===== src/design/scsa_ram.sv =====
// ----------------------------------------------------------------------------
// scsa_ram
// Generic simple dual port synchronous RAM (one write port, one read port) with a registered read.
// ----------------------------------------------------------------------------
module scsa_ram #(
  parameter int unsigned Width = 8,
  parameter int unsigned Depth = 16
) (
  input  logic                     clk_i,
  input  logic                     we_i,
  input  logic [$clog2(Depth)-1:0] waddr_i,
  input  logic [Width-1:0]         wdata_i,
  input  logic [$clog2(Depth)-1:0] raddr_i,
  output logic [Width-1:0]         rdata_o
);
  logic [Width-1:0] mem_q [Depth];

  always_ff @(posedge clk_i) begin
    if (we_i) mem_q[waddr_i] <= wdata_i;
    rdata_o <= mem_q[raddr_i];
  end
endmodule


===== config.mk =====
export PLATFORM = sky130hd
export DESIGN_NAME = scsa_ram
export DESIGN_NICKNAME = d
export VERILOG_FILES = /design/src/design/scsa_ram.sv
export SDC_FILE = /design/constraint.sdc
export NUM_CORES = 1
export LEC_CHECK = 0
export BUFFER_PORTS_ARGS = -buffer_cell sky130_fd_sc_hd__buf_2
export CAP_MARGIN = 20
export CORE_UTILIZATION = 60
export DETAILED_ROUTE_END_ITERATION = 16
export GPL_ROUTABILITY_DRIVEN = 0
export GPL_TIMING_DRIVEN = 0
export PLACE_DENSITY = 0.8
export SLEW_MARGIN = 15
export SYNTH_ARGS = -nofsm -noshare
export SYNTH_HDL_FRONTEND = slang
export SYNTH_SLANG_ARGS = --single-unit

===== constraint.sdc =====
create_clock -name clk_i -period 6.07 [get_ports clk_i]
set_clock_uncertainty 0.15 [all_clocks]
set_input_delay 0.9105 -clock clk_i [delete_from_list [all_inputs] [get_ports clk_i]]
set_output_delay 0.9105 -clock clk_i [all_outputs]
set_load 0.02 [all_outputs]

==> metrics.txt <==
status finished clean; Final Hold Viols 0; DRT Pass-1 Iters 5; Die X 94.6 um; first-pass GRT wire length 15.0 mm; r2r setup slk 4.44 ns; initial antenna violation count 0; CTS tree built; DR WL/cell approximately 27 um; Hold Path Sink rdata_o[2]$_DFF_P_; cts bufs inserted 17; Tightest Pin Transition 0.893 ns; Top Family by Delay on Critical Path simple AND/OR/NAND/NOR gates; slowest stage cell on the critical path nor2_1; cell row count 33; Setup Viol. Count Final 0; DIE AREA 8950 um^2; port buffer count 24; WP data arrival 2.21 ns; period utilization 36.6%; worst-case reg-to-reg path depth 3; Yosys reg bits 136; Filler cells 461; Hold WS 0.542 ns; r2r startpoint mem_q[2][4]$_DFFE_PP_; nets 292; Final Max Slew Viols 0; largest net degree at the start of global routing 17; Mapped Nets 247; Critical Path Max Stage Delay 0.62 ns; Synth cell types 19; combinational fraction of design power between 5 and 6%; Post-Syn Instances 229; detailed placement HPWL 6.29 mm; DR vias 2576; min-delay src mem_q[11][2]$_DFFE_PP_; Setup crit start kind input port; clk_lat worst skew 0.51 ns; postcts setup bufs 0; RSZ-0062 raised after global routing false; dpl cell area 5420 um^2; crit path time final 2.22 ns; Rel. slew slack 40.3%; switching portion of total power 21.2%; worst path buffer plus inverter count 1; internal power around 1.7 mW; vias in the first global route roughly 2.5k; Syn-to-layout area delta 16.5%; Hold Path Cell Cnt 3; reg2reg end rdata_o[4]$_DFF_P_; Antenna diodes 0; power share of the clock group between 40 and 50%; mean post-synth cell area around 22 um^2; CTS root buf clkbuf_8; H-Tree Depth 4; Post-DRT Antenna Nets 0; Leakage between 2 and 2.5 nW; clock transition at the registers of the reported paths 0.06 ns; initial drt markers approximately 230; layout cells sized above 1 30.7%; Syn Std Cell Area between 5000 and 6000 um^2; Crit. End Element register; total grt overflow 0; sw power 0.455 mW; maximum clock path buffer count 2; HP Class register to register; kind of critical path input port to register; most frequent cells in the layout 128 x edfxtp_1, 29 x buf_2, 18 x mux4_2; cts-stage hold buffer count 0; initial core utilization 62.3%; Crit Path Max Fanout 8; # Max-Cap Violations 0; number of remaining DRC errors 0; core area just over 8000 um^2; DR vias/cell 6.57; Ports 26; Worst VDD drop 0.000266 V; Power Dens Cells roughly 360 nW/um^2; Seq/Total Area, Yosys 77.8%; Fmax 0.450 GHz; commonest non-fill, non-tap cell in the layout edfxtp_1; CP Cell Sequence buf_2 > or3b_2 > nor2_1; sequential group share of total power approximately half; clock sinks 136; final wirelength approximately 10 mm; setup tns final 0 ns; Die Y 94.6 um; post-CTS sizing 0; WP data required a little over 6 ns; yosys warns 0; Total GRT Usage 25.6%; final instance area 6000 um^2
==> through the flow <==
step | power (mW) | utilization [%] | cells | setup WS (ns)
floorplan | 1.13 | - | 229 | 3.52
global placement | 1.17 | 65.4 | 358 | 2.98
detailed placement | 1.18 | 65.6 | 360 | 3.33
CTS | 2.15 | 72.6 | 392 | 3.85
global route | 2.20 | 72.6 | 392 | 3.80
finish | 2.15 | 72.6 | 392 | 3.85
==> tightest hold or removal path: stages (launching register included) <==
cell	delay [ns]
edfxtp_1	0.31
mux4_1	0.21
a22oi_1	0.09
nand2_1	0.06
==> synth_stat cells <==
cell / n / share of area (%)
edfxtp_1: 128 / 75
and2b_1: 1 / 0.15
nand2b_1: 2 / 0.24
mux4_2: 18 / 7.9
nand3_1: 1 / 0.097
nand2_1: 9 / 0.66
nor2b_1: 1 / 0.12
nand3b_1: 2 / 0.29
a22oi_1: 16 / 2.3
nor3_1: 4 / 0.39
buf_4: 1 / 0.15
buf_6: 3 / 0.66
nor2_1: 13 / 0.95
mux4_1: 14 / 7.1
and2_1: 1 / 0.12
or3b_2: 1 / 0.17
buf_2: 3 / 0.29
clkdlybuf4s25_2: 3 / 0.58
dfxtp_1: 8 / 3.1
==> layout make-up <==
cell class / instances / area [um^2] / share of cell area [%]
Clock inverter: 13 / 146 / 2.44
Clock buffer: 19 / 432 / 7.20
Sequential cell: 136 / 4000 / 66.8
Timing Repair Buffer: 26 / 130 / 2.17
Multi-Input combinational cell: 83 / 1070 / 17.8
Tap cell: 105 / 131 / 2.19
Buffer: 10 / 86.3 / 1.44
==> logic make-up (layout without fill, tap and decap cells) <==
kind of cell    count (synthesis)  after routing  share of synthesized area, %
mux                            32             32                          15.0
compound gates                 16             16                          2.33
flops                         136            136                          77.8
buf+inv                        10             68                          1.68
simple gates                   35             35                          3.18
==> power groups by stage <==
stage | clock network, mW | registers, mW | logic [mW]
finish | 0.981 | 1.06 | 0.109
global route | 1.03 | 1.06 | 0.116
CTS | 0.988 | 1.06 | 0.109
detailed placement | 0 | 1.08 | 0.106
global placement | 0 | 1.07 | 0.101
floorplan | 0 | 1.08 | 0.0533
==> state kept, by name, indices dropped and copies added, names as in the netlist <==
name     flops
mem_q      128
rdata_o      8
==> per-layer routing <==
metal,global-route usage [%],vias up,share of wire (%)
met5,0,-,0
met2,38.9,166,50
met1,35.7,1327,40
met3,7.25,18,8.8
met4,10.2,0,2.0
li1,-,1065,-
==> worst max-delay path by stage <==
stage / startpoint / to / slack (ns) / depth (start not counted)
finish: waddr_i[2] / mem_q[1][0]$_DFFE_PP_ / 3.85 / 3
global route: waddr_i[2] / mem_q[1][0]$_DFFE_PP_ / 3.80 / 3
CTS: waddr_i[2] / mem_q[1][1]$_DFFE_PP_ / 3.85 / 3
detailed placement: waddr_i[2] / mem_q[0][7]$_DFFE_PP_ / 3.33 / 3
global placement: waddr_i[2] / mem_q[0][7]$_DFFE_PP_ / 2.98 / 3
floorplan: waddr_i[2] / mem_q[0][0]$_DFFE_PP_ / 3.52 / 2
(Power assumes the default switching activity.)
