File: src/design/scsa_pkg.sv
// ----------------------------------------------------------------------------
// scsa_pkg
// Shared types and constants of the size class slab allocator.
// ----------------------------------------------------------------------------
package scsa_pkg;

  localparam int unsigned ClassNum       = 6;
  localparam int unsigned ChunksPerClass = 16;
  localparam int unsigned MaxSlots       = 64;

  typedef enum logic [1:0] {
    ST_OK        = 2'd0,
    ST_NO_CLASS  = 2'd1,
    ST_EXHAUSTED = 2'd2,
    ST_BAD_FREE  = 2'd3
  } status_e;

  typedef enum logic {
    CMD_ALLOC = 1'b0,
    CMD_FREE  = 1'b1
  } cmd_e;

  function automatic logic [31:0] slot_size(input logic [2:0] c);
    logic [31:0] r;
    case (c)
      3'd0:    r = 32'd256;
      3'd1:    r = 32'd4096;
      3'd2:    r = 32'd131072;
      3'd3:    r = 32'd1048576;
      3'd4:    r = 32'd10485760;
      default: r = 32'd83886080;
    endcase
    return r;
  endfunction

  function automatic logic [7:0] slots_raw(input logic [2:0] c);
    logic [7:0] r;
    case (c)
      3'd0, 3'd1, 3'd2: r = 8'd64;
      3'd3:             r = 8'd32;
      3'd4:             r = 8'd8;
      default:          r = 8'd2;
    endcase
    return r;
  endfunction

endpackage

File: src/design/scsa_class_sel.sv
// ----------------------------------------------------------------------------
// scsa_class_sel
// Registered size class selection from request size and alignment.
// ----------------------------------------------------------------------------
module scsa_class_sel (
  input  logic        clk_i,
  input  logic [31:0] size_i,
  input  logic [31:0] align_i,
  output logic        valid_o,
  output logic [2:0]  class_o
);
  import scsa_pkg::*;

  logic       vld_d;
  logic [2:0] cls_d;
  logic [2:0] base;
  logic       hit;

  always_comb begin
    base = 3'd0;
    hit  = 1'b0;
    for (int c = 5; c >= 0; c--) begin
      if (size_i <= slot_size(3'(c))) begin
        base = 3'(c);
        hit  = 1'b1;
      end
    end
    vld_d = 1'b0;
    cls_d = 3'd0;
    if (size_i != 32'd0 && align_i != 32'd0 && hit) begin
      for (int k = 5; k >= 0; k--) begin
        if (3'(k) >= base && align_i <= slot_size(3'(k))) begin
          vld_d = 1'b1;
          cls_d = 3'(k);
        end
      end
    end
  end

  always_ff @(posedge clk_i) begin
    valid_o <= vld_d;
    class_o <= cls_d;
  end
endmodule

File: config.mk
export PLATFORM = sky130hd
export DESIGN_NAME = scsa_class_sel
export DESIGN_NICKNAME = d
export VERILOG_FILES = /design/src/design/scsa_pkg.sv /design/src/design/scsa_class_sel.sv
export SDC_FILE = /design/constraint.sdc
export NUM_CORES = 1
export LEC_CHECK = 0
export BUFFER_PORTS_ARGS = -buffer_cell sky130_fd_sc_hd__buf_2
export CAP_MARGIN = 25
export CELL_PAD_IN_SITES_DETAIL_PLACEMENT = 0
export CELL_PAD_IN_SITES_GLOBAL_PLACEMENT = 1
export CORE_ASPECT_RATIO = 0.7
export CORE_MARGIN = 5
export CORE_UTILIZATION = 21
export CTS_BUF_LIST = sky130_fd_sc_hd__clkbuf_8
export CTS_CLUSTER_SIZE = 10
export DETAILED_ROUTE_END_ITERATION = 7
export MAX_ROUTING_LAYER = met4
export PLACE_DENSITY = 0.95
export SYNTH_ARGS = -nofsm -noshare
export SYNTH_HDL_FRONTEND = slang
export SYNTH_SLANG_ARGS = --single-unit
export TNS_END_PERCENT = 5
File: constraint.sdc
create_clock -name clk_i -period 3.3 [get_ports clk_i]
set_input_delay 0.165 -clock clk_i [delete_from_list [all_inputs] [get_ports clk_i]]
set_output_delay 0.165 -clock clk_i [all_outputs]
set_load 0.03 [all_outputs]
==> run metrics <==
outcome=finished, final reports clean; final core utilization=slightly below 40%; arrival time of the worst setup path=2420 ps; Diodes inserted=0; EDFF count, synth=0; Setup crit end kind=register; first-pass detailed-route iteration total=4; CTS clk-pin slew, worst paths=30 ps; distinct cell type count after synthesis=29; crit start category=input port; Die ar.=~0.0038 sq mm; non-filler instance count after layout=approximately 190; vias in the first global route=~880; largest net degree at the start of global routing=6; worst setup margin=roughly 1000 ps; Layout Nets=between 200 and 250; dpl cells=~180; Detail Route Antenna Nets=0; Ys Warns=0; final wirelength=2183 um; Tot GR Track Use=a little under an eighth; sequential share of the synthesized area=14.29%; area grow syn2layout=75.67%; fmax=approximately 0.44 GHz; slew margin rel.=around two thirds; CTS Sinks=4; Fillers=around 270; GP Congestion=slightly below 0.8; Worst Tran Pin Value=478.5 ps; Worst Path Max Fanout=4; fin crit period=~2300 ps; worst hold path type=input port to register; Hold Slack=around 370 ps; Final Hold Fails=0; Clock Tree Buf Depth=2; maximum VDD drop=between 70 and 80 uV; Mapped Cells=between 80 and 90; Setup Buffers After CTS=0; first-pass GRT wire length=between 3000 and 4000 um; Die X=around 70 um; gr ovfl total=0; layout cells sized above 1=52.63%; initial antenna violation count=0; DRC Markers=0; row cnt=15; Root Driver=clkbuf_8; Final setup viols=0; CTS Buf Count=3; total power divided by cell area=roughly 210 mW/mm^2; IO Count=69; RSZ-0062 raised after global routing=false; register bit total from synthesis=4; syn avg cell area=a little under 7 sq um; MaxCap Viol Count=0; H-tree lvl count=1; port bufs=68; Post-Route Setup TNS=0 ps; average vias per placed instance=approximately 4.8; Post-CTS Resized=0; Critical Path Max Stage Delay=530 ps; sequential standard cell area=approximately 80 sq um; area of the mapped netlist=560.5 sq um; vias after detailed routing=889; fin crit share=between 60% and 70%; Top FF cell, synth=dfxtp_1; Die Ht=53.23 um; Max Slew Vio Count=0; dpl hpwl=between 2000 and 2500 um; Synthesized Nets=between 100 and 150; crit path kind=input port to register; CTS tree=built; P_leak=roughly 0.00042 uW; ys async rst share=0%; CP max-delay cell=or4_1; crit-path cells=buf_2 > or4_1 > nor3_1 > nor4b_2 > nand2_1 > a211oi_1 > o21ai_0 > a21oi_1 > o221a_1; WL/cell=between 10 and 15 um; critical path required time=approximately 3500 ps; total core area=0.002515 sq mm; Post-Place Setup Slack=814.4 ps; footprint of the multi-input gates=~480 sq um; Starting Density=roughly 22%; hold buffers post-CTS=0; iteration-0 DRC count of the detailed router=14
==> metrics by stage <==
step,power (uW),area [sq um]
CTS,210.7,984.7
global route,220.7,984.7
finish,206.8,984.7
global placement,103.9,943.4
detailed placement,106.1,943.4
floorplan,61.03,560.5
==> routing by layer <==
layer,part of all wire [%],wire [um],vias up,track usage [%]
met5,0,0,-,-
met4,0.73,16,0,4.688
met3,8.0,174,2,2.087
met2,47,1031,41,17.99
met1,44,961,375,14.41
li1,-,-,471,-
==> kinds of logic after synthesis <==
family	after synthesis	share of synthesized area (%)
AOI/OAI and AO/OA	22	26.34
and+or+nand+nor	55	59.38
DFF	4	14.29
==> final cells by class <==
type	count	share of cell area [%]
tap	34	4.320
clock buffer	3	4.193
timing repair buffer	68	34.56
sequential	4	8.132
multi-input combinational	77	48.79
==> report_power, final <==
group,leakage [uW],total [uW],switching (uW),internal (uW)
Sequential,0.0000322,48.7,0.00333,48.7
Clock,0.0000216,101,23.7,77.6
Combinational,0.000367,56.7,23.3,33.3
==> critical path: cells and delay by family <==
family	cells	cell delay, ps
compound gates	4	900
buf+inv	1	100
simple gates	4	1250
==> registers in the layout (all words and copies together), names as in the netlist <==
name	count
valid_o	1
class_o	3
==> synth_stat cells, types with 2 or more instances <==
cell type | count | area share [%]
o21a_1 | 2 | 2.7
nand3_1 | 4 | 3.6
nor4_1 | 6 | 6.7
nand2_1 | 9 | 6.0
or3_1 | 8 | 8.9
or4_1 | 6 | 8.0
dfxtp_1 | 4 | 14
nor3_1 | 6 | 5.4
a21oi_1 | 6 | 5.4
nor2_1 | 4 | 2.7
or4_4 | 2 | 4.0
o21ai_0 | 7 | 6.2
==> placed cells by master (no fill, tap or decap) <==
cell      count
nor3_1        6
nor3b_1       1
o31ai_1       1
nand3b_1      1
and2b_1       1
or4_4         2
a211oi_1      1
o22ai_1       1
o221ai_2      1
clkbuf_8      3
a221oi_2      1
o221a_1       1
or3_1         8
nor4_1        6
o21ai_1       1
o21ai_0       7
nor4b_2       1
dfxtp_1       4
nor2_1        4
and3_2        1
o21a_1        2
or3_2         1
buf_2        68
nand3_1       4
nand4_1       1
and2_2        1
or2_2         1
a21oi_1       6
nand2_1       9
or4_1         6
nor2b_1       1
==> path summary, 6_finish.rpt <==
kind,startpoint,to,depth (start not counted)
hold / removal,align_i[12],class_o[1],3
setup / recovery,size_i[28],class_o[0],9
Power figures use the tool's default switching activity.
